`src/rtl/lskt_pkg.sv`:
```
`default_nettype none

package lskt_pkg;

	localparam int unsigned KEY_W  = 32;
	localparam int unsigned SLOT_W = 6;
	localparam int unsigned FILL_W = 7;

	typedef enum logic [1:0] {
		MODE_FIND   = 2'd0,
		MODE_INSERT = 2'd1,
		MODE_READ   = 2'd2,
		MODE_CLEAR  = 2'd3
	} mode_t;

	typedef enum logic [2:0] {
		STAT_HIT       = 3'd0,
		STAT_MISS      = 3'd1,
		STAT_NEW       = 3'd2,
		STAT_FULL      = 3'd3,
		STAT_BAD_INDEX = 3'd4
	} status_t;

	typedef enum logic [2:0] {
		ST_IDLE  = 3'd0,
		ST_EXEC  = 3'd1,
		ST_SCAN  = 3'd2,
		ST_RDATA = 3'd3,
		ST_DONE  = 3'd4
	} state_t;

	typedef struct packed {
		mode_t              mode;
		logic [KEY_W-1:0]   key;
		logic [SLOT_W-1:0]  slot_index;
	} req_t;

	typedef struct packed {
		status_t            status;
		logic [SLOT_W-1:0]  slot;
		logic [KEY_W-1:0]   key_out;
		logic [FILL_W-1:0]  fill_count;
	} rsp_t;

endpackage

`default_nettype wire

```
`src/rtl/lskt_req_if.sv`:
```
`default_nettype none

interface lskt_req_if import lskt_pkg::*; ();
	logic valid;
	logic ready;
	req_t payload;

	modport source (output valid, output payload, input ready);
	modport sink   (input valid, input payload, output ready);
endinterface

`default_nettype wire

```
`src/rtl/lskt_rsp_if.sv`:
```
`default_nettype none

interface lskt_rsp_if import lskt_pkg::*; ();
	logic valid;
	logic ready;
	rsp_t payload;

	modport source (output valid, output payload, input ready);
	modport sink   (input valid, input payload, output ready);
endinterface

`default_nettype wire

```
`src/rtl/lskt_ram.sv`:
```
`default_nettype none

// single write port, single read port, registered read data
module lskt_ram import lskt_pkg::*; #(
	parameter int unsigned DEPTH = 64,
	parameter int unsigned AW    = (DEPTH > 1) ? $clog2(DEPTH) : 1
) (
	input  wire logic             clk,
	input  wire logic             wr_en,
	input  wire logic [AW-1:0]    wr_addr,
	input  wire logic [KEY_W-1:0] wr_data,
	input  wire logic             rd_en,
	input  wire logic [AW-1:0]    rd_addr,
	output logic      [KEY_W-1:0] rd_data
);

	logic [KEY_W-1:0] mem [DEPTH];

	always_ff @(posedge clk) begin
		if (wr_en) begin
			mem[wr_addr] <= wr_data;
		end
		if (rd_en) begin
			rd_data <= mem[rd_addr];
		end
	end

endmodule

`default_nettype wire

```
`src/rtl/linear_search_key_table.sv`:
```
// Path from request to response: find and insert pass exec, scan and done; a read passes
// exec, read data and done; a bad index or a clear passes exec and done.
// Throughput: one request at a time, one stored key read per cycle while scanning; the next
// request is taken on return to idle, which done enters once the response register is free.
// Reset (arst_n, async, active low) empties the table and drops any pending response;
// key RAM contents are not cleared, only slots below the fill count are ever read.
`default_nettype none

module linear_search_key_table import lskt_pkg::*; #(
	parameter int unsigned CAPACITY = 64
) (
	input wire logic  clk,
	input wire logic  arst_n,
	lskt_req_if.sink  req,
	lskt_rsp_if.source rsp
);

	localparam int unsigned AW    = (CAPACITY > 1) ? $clog2(CAPACITY) : 1;
	// count/pointer width, able to hold CAPACITY itself
	localparam int unsigned CW    = $clog2(CAPACITY + 1);
	// common width for comparing the 6-bit slot index with the count
	localparam int unsigned CMP_W = (CW > SLOT_W) ? CW : SLOT_W;

	state_t           state_q, state_d;
	req_t             req_q;
	logic [CW-1:0]    count_q, count_d;
	logic [CW-1:0]    ptr_q, ptr_d;       // next slot to read in a scan
	logic             issued_s1, issued_d; // a scan read is in flight
	logic [AW-1:0]    addr_s1, addr_d;     // slot of the read in flight
	rsp_t             res_q, res_d;        // result under construction
	logic             rsp_valid_q;
	rsp_t             rsp_data_q;

	logic             rd_en, wr_en;
	logic [AW-1:0]    rd_addr, wr_addr;
	logic [KEY_W-1:0] rd_data;

	logic             scan_more, hit, scan_done, idx_ok, rsp_free, full;

	lskt_ram #(
		.DEPTH (CAPACITY),
		.AW    (AW)
	) u_ram (
		.clk     (clk),
		.wr_en   (wr_en),
		.wr_addr (wr_addr),
		.wr_data (req_q.key),
		.rd_en   (rd_en),
		.rd_addr (rd_addr),
		.rd_data (rd_data)
	);

	// scan status: the compare stage sees the key read in the previous cycle
	assign scan_more = ptr_q < count_q;
	assign hit       = issued_s1 && (rd_data == req_q.key);
	assign scan_done = hit || (!issued_s1 && !scan_more);
	assign idx_ok    = CMP_W'(req_q.slot_index) < CMP_W'(count_q);
	assign full      = count_q == CW'(CAPACITY);
	assign rsp_free  = !rsp_valid_q || rsp.ready;

	assign req.ready   = state_q == ST_IDLE;
	assign rsp.valid   = rsp_valid_q;
	assign rsp.payload = rsp_data_q;

	// next state
	always_comb begin
		state_d = state_q;
		unique case (state_q)
			ST_IDLE: begin
				if (req.valid) state_d = ST_EXEC;
			end
			ST_EXEC: begin
				unique case (req_q.mode) inside
					MODE_FIND, MODE_INSERT: state_d = ST_SCAN;
					MODE_READ:              state_d = idx_ok ? ST_RDATA : ST_DONE;
					MODE_CLEAR:             state_d = ST_DONE;
				endcase
			end
			ST_SCAN: begin
				if (scan_done) state_d = ST_DONE;
			end
			ST_RDATA: begin
				state_d = ST_DONE;
			end
			ST_DONE: begin
				if (rsp_free) state_d = ST_IDLE;
			end
			default: begin
				state_d = ST_IDLE;
			end
		endcase
	end

	// datapath controls
	always_comb begin
		rd_en    = 1'b0;
		rd_addr  = AW'(ptr_q);
		wr_en    = 1'b0;
		wr_addr  = AW'(count_q);
		count_d  = count_q;
		ptr_d    = ptr_q;
		issued_d = 1'b0;
		addr_d   = addr_s1;
		res_d    = res_q;
		unique case (state_q)
			ST_EXEC: begin
				res_d = '{status: STAT_HIT, slot: '0, key_out: '0, fill_count: '0};
				ptr_d = '0;
				unique case (req_q.mode) inside
					MODE_FIND, MODE_INSERT: begin
					end
					MODE_READ: begin
						if (idx_ok) begin
							rd_en      = 1'b1;
							rd_addr    = AW'(req_q.slot_index);
							res_d.slot = req_q.slot_index;
						end else begin
							res_d.status  = STAT_BAD_INDEX;
							res_d.key_out = '1;
						end
					end
					MODE_CLEAR: begin
						count_d = '0;
					end
				endcase
			end
			ST_SCAN: begin
				// overlap: issue the next read while comparing the previous one
				if (scan_more && !hit) begin
					rd_en    = 1'b1;
					ptr_d    = ptr_q + CW'(1);
					issued_d = 1'b1;
					addr_d   = AW'(ptr_q);
				end
				if (hit) begin
					res_d.slot = SLOT_W'(addr_s1);
				end else if (scan_done) begin
					if (req_q.mode == MODE_INSERT) begin
						if (full) begin
							res_d.status = STAT_FULL;
						end else begin
							// append at the fill count
							wr_en        = 1'b1;
							res_d.status = STAT_NEW;
							res_d.slot   = SLOT_W'(count_q);
							count_d      = count_q + CW'(1);
						end
					end else begin
						res_d.status = STAT_MISS;
					end
				end
			end
			ST_RDATA: begin
				res_d.key_out = rd_data;
			end
			default: begin
			end
		endcase
	end

	// control registers
	always_ff @(posedge clk or negedge arst_n) begin
		if (!arst_n) begin
			state_q     <= ST_IDLE;
			count_q     <= '0;
			issued_s1   <= 1'b0;
			rsp_valid_q <= 1'b0;
		end else begin
			state_q   <= state_d;
			count_q   <= count_d;
			issued_s1 <= issued_d;
			if (state_q == ST_DONE && rsp_free) begin
				rsp_valid_q <= 1'b1;
			end else if (rsp.ready) begin
				rsp_valid_q <= 1'b0;
			end
		end
	end

	// payload registers
	always_ff @(posedge clk) begin
		if (req.valid && req.ready) begin
			req_q <= req.payload;
		end
		ptr_q   <= ptr_d;
		addr_s1 <= addr_d;
		res_q   <= res_d;
		if (state_q == ST_DONE && rsp_free) begin
			rsp_data_q <= '{status: res_q.status, slot: res_q.slot,
				key_out: res_q.key_out, fill_count: FILL_W'(count_q)};
		end
	end

`ifndef ASSERT_OFF
	a_count_bound: assert property (@(posedge clk) disable iff (!arst_n)
		count_q <= CW'(CAPACITY))
		else $error("fill count above capacity");

	a_write_in_scan: assert property (@(posedge clk) disable iff (!arst_n)
		wr_en |-> (state_q == ST_SCAN && req_q.mode == MODE_INSERT && !full))
		else $error("key write outside an appending insert");

	a_ptr_bound: assert property (@(posedge clk) disable iff (!arst_n)
		state_q == ST_SCAN |-> ptr_q <= count_q)
		else $error("scan pointer past fill count");

	a_done_loads: assert property (@(posedge clk) disable iff (!arst_n)
		(state_q == ST_DONE && rsp_free) |=> (rsp_valid_q && state_q == ST_IDLE))
		else $error("finished request not presented");

	a_single_inflight: assert property (@(posedge clk) disable iff (!arst_n)
		issued_s1 |-> state_q == ST_SCAN)
		else $error("scan read in flight outside scan");
`endif

endmodule

`default_nettype wire
```
`src/flat_wrapper.sv`:
```
// flat-port wrapper written by rule: the top's interface ports become plain ports
module linear_search_key_table_flat import lskt_pkg::*;
#(
	parameter int unsigned CAPACITY = 64
)
  (clk, arst_n, req_valid, req_payload, req_ready, rsp_valid, rsp_payload, rsp_ready);
  lskt_req_if req_i ();
  lskt_rsp_if rsp_i ();
  input wire logic clk;
  input wire logic arst_n;
  input wire logic [$bits(req_i.valid)-1:0] req_valid;
  input wire logic [$bits(req_i.payload)-1:0] req_payload;
  output wire logic [$bits(req_i.ready)-1:0] req_ready;
  output wire logic [$bits(rsp_i.valid)-1:0] rsp_valid;
  output wire logic [$bits(rsp_i.payload)-1:0] rsp_payload;
  input wire logic [$bits(rsp_i.ready)-1:0] rsp_ready;
  assign req_i.valid = req_valid;
  assign req_i.payload = req_payload;
  assign req_ready = req_i.ready;
  assign rsp_valid = rsp_i.valid;
  assign rsp_payload = rsp_i.payload;
  assign rsp_i.ready = rsp_ready;
  linear_search_key_table #(.CAPACITY(CAPACITY)) u_core (.clk(clk), .arst_n(arst_n), .req(req_i), .rsp(rsp_i));
endmodule
```
`config.mk`:
```
export PLATFORM = sky130hd
export DESIGN_NAME = linear_search_key_table_flat
export DESIGN_NICKNAME = d
export VERILOG_FILES = /design/src/rtl/lskt_pkg.sv /design/src/rtl/lskt_req_if.sv /design/src/rtl/lskt_rsp_if.sv /design/src/rtl/lskt_ram.sv /design/src/rtl/linear_search_key_table.sv /design/src/flat_wrapper.sv
export SDC_FILE = /design/constraint.sdc
export NUM_CORES = 2
export LEC_CHECK = 0
export BUFFER_PORTS_ARGS = -buffer_cell sky130_fd_sc_hd__buf_2
export CAP_MARGIN = 15
export CORE_ASPECT_RATIO = 1.1
export CORE_MARGIN = 3
export CORE_UTILIZATION = 50
export CTS_BUF_LIST = sky130_fd_sc_hd__clkbuf_4 sky130_fd_sc_hd__clkbuf_8
export DETAILED_ROUTE_END_ITERATION = 8
export PLACE_DENSITY = 0.75
export SYNTH_ARGS = -nofsm -noshare
export SYNTH_HDL_FRONTEND = slang
export SYNTH_SLANG_ARGS = --single-unit
```
`constraint.sdc`:
```
create_clock -name clk -period 4.6 [get_ports clk]
set_input_delay 0.92 -clock clk [delete_from_list [all_inputs] [get_ports clk]]
set_output_delay 0.92 -clock clk [all_outputs]
set_load 0.1 [all_outputs]
```
Yosys cells after proc, flatten, opt, wreduce, memory -nomap -nowiden
Memories as Yosys holds them, arrays and structs flattened. A register that Yosys moved wholly into a read port is not among the register bits.
Cells that the tools add are included.
{"block": "word_totals", "rom_bits": 0, "word_cells": 108, "latchBits": 0, "ram_bits": 2048, "regBits": 154, "out_inout_bits": 50, "mem_count": 1}
{"block": "classes", "addsub": 2, "order_cmp": 2, "multipliers": 0, "n_div": 0, "shifts": 0, "n_reduce_logical": 23, "n_eq_ne": 20, "bitwise_logic": 0, "mux": 44}
{"memory": "u_core.u_ram.mem", "depth": 64, "width": 32, "rd": 1, "rd_clocked_by_memory_dff": 1, "wr": 1, "line_no": "lskt_ram.sv:17", "source": "logic [KEY_W-1:0] mem [DEPTH];"}
{"operator": "$pmux 32 s2", "count": 1}
{"operator": "$mux 6", "count": 7}
{"operator": "$mux 7", "count": 6}
{"operator": "$mux 41", "count": 1}
{"operator": "$eq 32x32->1", "count": 1}
{"operator": "$mux 32", "count": 1}
{"operator": "$pmux 7 s2", "count": 2}
{"operator": "$mux 3", "count": 7}
{"operator": "$pmux 9 s2", "count": 1}
{"operator": "$pmux 3 s5", "count": 1}
{"operator": "$add 7x1->7 const B", "count": 2}
{"operator": "$mux 1", "count": 14}
{"operator": "$ne 2x1->1 const B", "count": 5}
{"operator": "$mux 9", "count": 1}
{"operator": "$pmux 3 s3", "count": 1}
{"operator": "$eq 7x7->1 const B", "count": 1}
{"operator": "$lt 6x7->1", "count": 1}
{"operator": "$lt 7x7->1", "count": 1}
{"operator": "$eq 3x2->1 const B", "count": 2}
{"operator": "$ne 2x2->1 const B", "count": 3}
{"operator": "$ne 3x1->1 const B", "count": 2}
{"operator": "$reduce_and 3->1", "count": 2}
{"operator": "$reduce_and 6->1", "count": 1}
{"operator": "$reduce_bool 2->1", "count": 3}
{"operator": "other kinds (14)", "count": 24}

Depth between registers and ports, before layout
{"block": "depth", "depth_word": 9, "ltp_mapped": 19, "depth_no_buf": 12}

By module
Synthesis repeated with hierarchy kept, for this count alone.
{"block": "unflattened", "cells_unflattened": 3723, "area_unflattened_um2": 85156.7}
{"mod": "lskt_ram", "area_per_inst_um2": 78835.6, "instances": 1, "seq_area_each_um2": 62459.9, "cells_per_inst": 3324}
{"mod": "linear_search_key_table", "area_per_inst_um2": 6321.1, "instances": 1, "seq_area_each_um2": 4564.4, "cells_per_inst": 399}

Worst setup path after synthesis
Ideal clock, no wire load.
{"block": "synth_timing", "path_type": "register to register", "from": "reg u_core.req_q[17] in the netlist's numbering", "to": "mem u_core.u_ram.mem[36][0] (enable)", "n_path_buf": 1, "path_slack_ns": 0.051, "path_stages_with_launch": 11, "setup_ns": 0.421, "synth_period_minus_slack_ns": 4.549, "arrival_ns": 4.127, "t_required_ns": 4.179, "path_cell_list": "edfxtp_1 inv_1 o21ai_0 or4_1 a2111oi_0 nand4_1 nand2_1 and3b_1 clkbuf_1 nand4_1 nor2_1"}
{"block": "synth_via", "elab_chain_len": 8}
{"item": "start: declaration", "line_no": "linear_search_key_table.sv:25", "source": "req_t req_q;"}
{"item": "start signal: assignment", "line_no": "linear_search_key_table.sv:183", "source": "req_q <= req.payload;"}
{"item": "$eq 32x32->1 *", "line_no": "linear_search_key_table.sv:55", "source": "assign hit = issued_s1 && (rd_data == req_q.key);"}
{"item": "$logic_and 1x1->1 *", "line_no": "linear_search_key_table.sv:55"}
{"item": "$logic_or 1x1->1", "line_no": "linear_search_key_table.sv:56", "source": "assign scan_done = hit || (!issued_s1 && !scan_more);"}
{"item": "$mux 1", "line_no": "linear_search_key_table.sv:137", "source": "end else if (scan_done) begin"}
{"item": "$mux 1 *", "line_no": "linear_search_key_table.sv:135", "source": "if (hit) begin"}
{"item": "$mux 1 *", "line_no": "linear_search_key_table.sv:105", "source": "unique case (state_q)"}
{"item": "$mux 1 *", "line_no": "lskt_ram.sv:20", "source": "if (wr_en) begin"}
{"item": "$mux 1 (not written as such) *", "line_no": "lskt_ram.sv:21", "source": "mem[wr_addr] <= wr_data;"}
{"item": "end: declaration", "line_no": "lskt_ram.sv:17"}
Mark *: on every way between the ends. The rest lies on a longest branch, timed or not.

Final worst setup path
{"block": "layout_timing", "from": "reg u_core.u_ram.rd_data[17] (read register of u_core.u_ram.mem)", "to": "mem u_core.u_ram.mem[32][15] (enable)"}
{"block": "layout_via", "elab_chain_len": 8}
{"item": "start: declaration", "line_no": "lskt_ram.sv:14", "source": "output logic [KEY_W-1:0] rd_data"}
{"item": "$eq 32x32->1 *", "line_no": "linear_search_key_table.sv:55"}
{"item": "$logic_and 1x1->1 *", "line_no": "linear_search_key_table.sv:55"}
{"item": "$logic_or 1x1->1", "line_no": "linear_search_key_table.sv:56"}
{"item": "$mux 1", "line_no": "linear_search_key_table.sv:137"}
{"item": "$mux 1 *", "line_no": "linear_search_key_table.sv:135"}
{"item": "$mux 1 *", "line_no": "linear_search_key_table.sv:105"}
{"item": "$mux 1 *", "line_no": "lskt_ram.sv:20"}
{"item": "$mux 1 (not written as such) *", "line_no": "lskt_ram.sv:21"}
Marks and branches as above.

==> results.py <==
metrics = {
    "logic_synthesis": {
        "synthCells": 5481,
        "ys_warn_count": 0,
        "synth_seq_area_share": 0.771,
        "synth_area_um2": 86900,
        "syn_area_per_cell_um2": 15.9,
        "synth_flop_cell": "edfxtp_1",
        "yosysUniqueCellTypes": 65,
        "synth-edff-count": 2222,
        "syn-num-nets": 5539,
        "synth-seq-cells": 2234,
        "async_flop_share": 0.00537,
    },
    "die": {
        "die_area_um2": 179000,
        "die_height_um": 443,
        "die_w_um": 404,
        "num_rows": 159,
        "core_area_um2": 172000,
        "io_pins": 94,
        "start_util": 0.506,
    },
    "placed_design": {
        "dp_slack_ns": -0.287,
        "dp_hpwl_um": 166000,
        "postPlaceCellArea_um2": 93900,
        "dp_cells": 7922,
        "port_buffers": 93,
        "gp_congestion": 0.947,
    },
    "routing": {
        "num_vias": 56200,
        "drt_wl_total_um": 273000,
        "drt-pass1-iter-count": 7,
        "drt_iter0_markers": 9910,
        "drcViolationCount": 0,
        "avgViaCountPerCell": 6.56,
        "wire_per_inst_um": 31.9,
        "ant_nets": 0,
    },
    "timing": {
        "finalHoldViolCount": 0,
        "slew_headroom": 0.183,
        "drv_slew": 0,
        "layout_min_cycle_time_ns": 4.91,
        "finalCritPeriodShare": 1.07,
        "fmaxAchievable_ghz": 0.204,
        "worst_pin_slew_ns": 1.22,
        "fin_skew_ns": 0.0847,
        "setup_viol": 1393,
        "layout_setup_ws_ns": -0.308,
    },
    "global_route": {
        "grt-ovfl-total": 0,
        "grt_max_degree": 116,
        "grt_pass1_wl_um": 380000,
        "grt_pass1_vias": 53800,
        "antenna_found_initial": 29,
        "track_usage": 0.295,
    },
    "final_layout": {
        "final_util": 0.587,
        "nFillCells": 12200,
        "final_cell_area_um2": 101000,
        "drive_gt1_frac": 0.196,
        "layout.cells.non_filler": 8568,
        "area_growth_pct": 16.0,
        "layout.nets": 6114,
    },
    "clock_tree": {
        "root_buffer": "clkbuf_8",
        "cts_buffers": 341,
        "clockBufferDepth": 4,
        "cts.clk_slew.worst_paths_ns": 0.06,
        "clkSinkCount": 2234,
        "htree_levels": 5,
        "tritoncts": "yes",
        "insertion_delay_ns": 1.09,
    },
    "hold_path": {
        "hold_class": "in2reg",
    },
    "critical_path": {
        "path_cells": "xor2_1 -> nor4_1 -> nand4_1 -> a2111oi_2 -> nand4_1 -> buf_4 -> nand2_1 -> and3b_1 -> nand4_1 -> buf_12 -> nor2_4 -> buf_4",
        "slowest_delay_ns": 0.69,
        "arrival_ns": 5.66,
        "crit_start": "u_core.u_ram.rd_data[17]$_DFFE_PP_",
        "cp_max_fo": 16,
        "start_kind": "register",
        "r2r-end": "u_core.u_ram.mem[32][15]$_DFFE_PP_",
        "rrSetupSlack_ns": -0.31,
        "crit_path_top_delay_cell": "edfxtp_1",
        "crit_end": "u_core.u_ram.mem[32][15]$_DFFE_PP_",
        "critPathKind": "reg2reg",
        "required_ns": 5.36,
        "worstReg2RegStart": "u_core.u_ram.rd_data[17]$_DFFE_PP_",
        "ff2ff_path_depth": 12,
        "cp-end-kind": "register",
        "cp_common_cell": "nand4_1",
    },
    "power": {
        "powerDensity_nw_per_um2": 553,
        "p_leak_nw": 34.5,
        "vdd_drop_max_mv": 0.667,
    },
    "run_status": {
        "violations": "negative setup slack",
        "outcome": "finished with violations",
    },
    "run": {
        "cap_violations": 0,
    },
}
==> cell usage in the layout (no fill, tap or decap), drive strengths merged, types with 10 or more instances in the layout <==
cell type,synthesis,final
edfxtp,2222,2222
nand2,956,956
buf,193,548
clkbuf,162,453
mux2i,353,353
a21oi,189,189
nand3,159,159
o22ai,144,144
a211oi,135,135
nor2,108,129
and3,120,120
clkinv,0,113
a311oi,97,97
o21ai,68,68
a32oi,64,64
a31oi,62,62
mux4,60,60
nor3,53,53
nand4,44,44
nor4,38,38
a21o,37,37
xor2,32,32
o41ai,18,18
dlygate4sd3,0,18
diode,0,17
a2111oi,16,16
or4,15,15
ha,14,14
dfrtp,12,12
bufinv,0,11
inv,10,11
o31a,10,10
o221ai,10,10
==> worst min path at each step <==
| stage | from | end | slack [ns] | cells past startpoint |
|---|---|---|---|---|
| 2_1_floorplan | u_core.res_q[10]$_DFFE_PP_ | u_core.rsp.payload[10]$_DFFE_PP_ | 0.40 | 0 |
| 3_3_place_gp | u_core.res_q[7]$_DFFE_PP_ | u_core.rsp.payload[7]$_DFFE_PP_ | 0.40 | 0 |
| 3_5_place_dp | u_core.res_q[23]$_DFFE_PP_ | u_core.rsp.payload[23]$_DFFE_PP_ | 0.40 | 0 |
| 4_1_cts | req_payload[21] | u_core.req_q[21]$_DFFE_PP_ | 0.0002 | 1 |
| 5_1_grt | req_payload[22] | u_core.req_q[22]$_DFFE_PP_ | 0.02 | 1 |
| 6_report | req_payload[21] | u_core.req_q[21]$_DFFE_PP_ | 0.04 | 1 |
==> layer usage <==
layer	global-route usage	wire [um]	vias to the layer above
li1	-	-	22700
met1	0.374	90400	27600
met2	0.450	123000	4938
met3	0.0925	41200	971
met4	0.169	18200	16
met5	0	188	-
==> stage by stage <==
stage	hold slack, ns	power, W	setup TNS [ns]
global route	0.0195	0.0571	-0.000528
global placement	0.401	0.0393	-255.02
finish	0.0432	0.0557	-170.14
detailed placement	0.405	0.0395	-0.437
floorplan	0.400	0.0328	0
CTS	0.000244	0.0552	0
==> sequential cells by signal, summed over array words and instances (netlist names) <==
name and count:
u_core.u_ram.mem 2048, u_core.rsp.payload 48, u_core.res_q 41, u_core.req_q 40
u_core.u_ram.rd_data 32, u_core.count_q 7, u_core.ptr_q 7, u_core.addr_s1 6
u_core.state_q 3, u_core.issued_s1 1, u_core.rsp.valid 1
==> what timing repair did <==
action | in CTS | in global routing
setup buffers | 2 | 4
cloned | 0 | 21
endpoints found under the hold margin | 29 | 0
endpoints found under the setup margin | 16 | 271
resized for setup | 3 | 19
pin swaps | 1 | 22
hold buffers | 18 | 0
==> final cells by class <==
type                       instances  area [um2]  area share
sequential                      2234       67000       0.665
multi-input combinational       2903       19100       0.190
clock buffer                     453        5570      0.0552
timing repair buffer             566        5350      0.0530
tap                             2254        2820      0.0280
clock inverter                   131         837     0.00831
antenna                           17        42.5    0.000422
inverter                          10        37.5    0.000372
==> cells by family after synthesis <==
family                   count (synthesis)  synth area share
flip-flops                            2234             0.771
AND/OR/NAND/NOR                       1525            0.0768
AO/OA/AOI/OAI                          891            0.0708
multiplexers                           417            0.0567
buffers and inverters                  365            0.0191
XOR/XNOR                                35           0.00353
adder cells (fa/ha/maj)                 14           0.00202
==> synthesized netlist by cell type (6+ instances only) <==
cell	count	area share
xor2_1	32	0.0032
buf_4	27	0.0023
mux2i_1	353	0.041
ha_1	14	0.0020
o41ai_1	18	0.0018
a211oi_1	134	0.012
nor4_1	38	0.0027
or3_1	6	0.00043
or4_1	15	0.0013
a311oi_1	97	0.0098
nor2_1	107	0.0046
a21oi_1	189	0.011
nand2b_1	9	0.00065
o22ai_1	144	0.010
and3_1	120	0.0086
o221ai_1	10	0.0010
a32oi_1	64	0.0064
dfrtp_1	12	0.0035
buf_1	32	0.0014
inv_1	10	0.00043
nand2_1	956	0.041
a31oi_1	62	0.0045
nand4_1	44	0.0032
nor3_1	53	0.0031
a21o_1	37	0.0032
o21ai_1	6	0.00035
o22a_1	6	0.00060
nand3_1	158	0.0091
o2111ai_1	6	0.00060
edfxtp_1	2222	0.77
o21ai_0	61	0.0035
clkbuf_1	162	0.0070
mux4_2	60	0.016
a2111oi_0	12	0.0012
o31a_1	10	0.0010
a221o_1	9	0.0010
buf_2	131	0.0075
==> worst max-delay path, delay by kind of cell (launching register included) <==
| family | cells | cell delay [ns] |
|---|---|---|
| AO/OA/AOI/OAI | 1 | 0.68 |
| flip-flops | 1 | 0.69 |
| XOR/XNOR | 1 | 0.42 |
| AND/OR/NAND/NOR | 7 | 2.05 |
| buffers and inverters | 3 | 0.71 |
==> report_power, final <==
part	total, W	internal [W]	switching (W)	leakage [nW]
clock	0.0159	0.00844	0.00746	3.37
combinational	0.0155	0.00473	0.0108	10.9
sequential	0.0243	0.0239	0.000450	20.2
total	0.0557	0.0370	0.0187	34.5
Power figures use the tool's default switching activity.
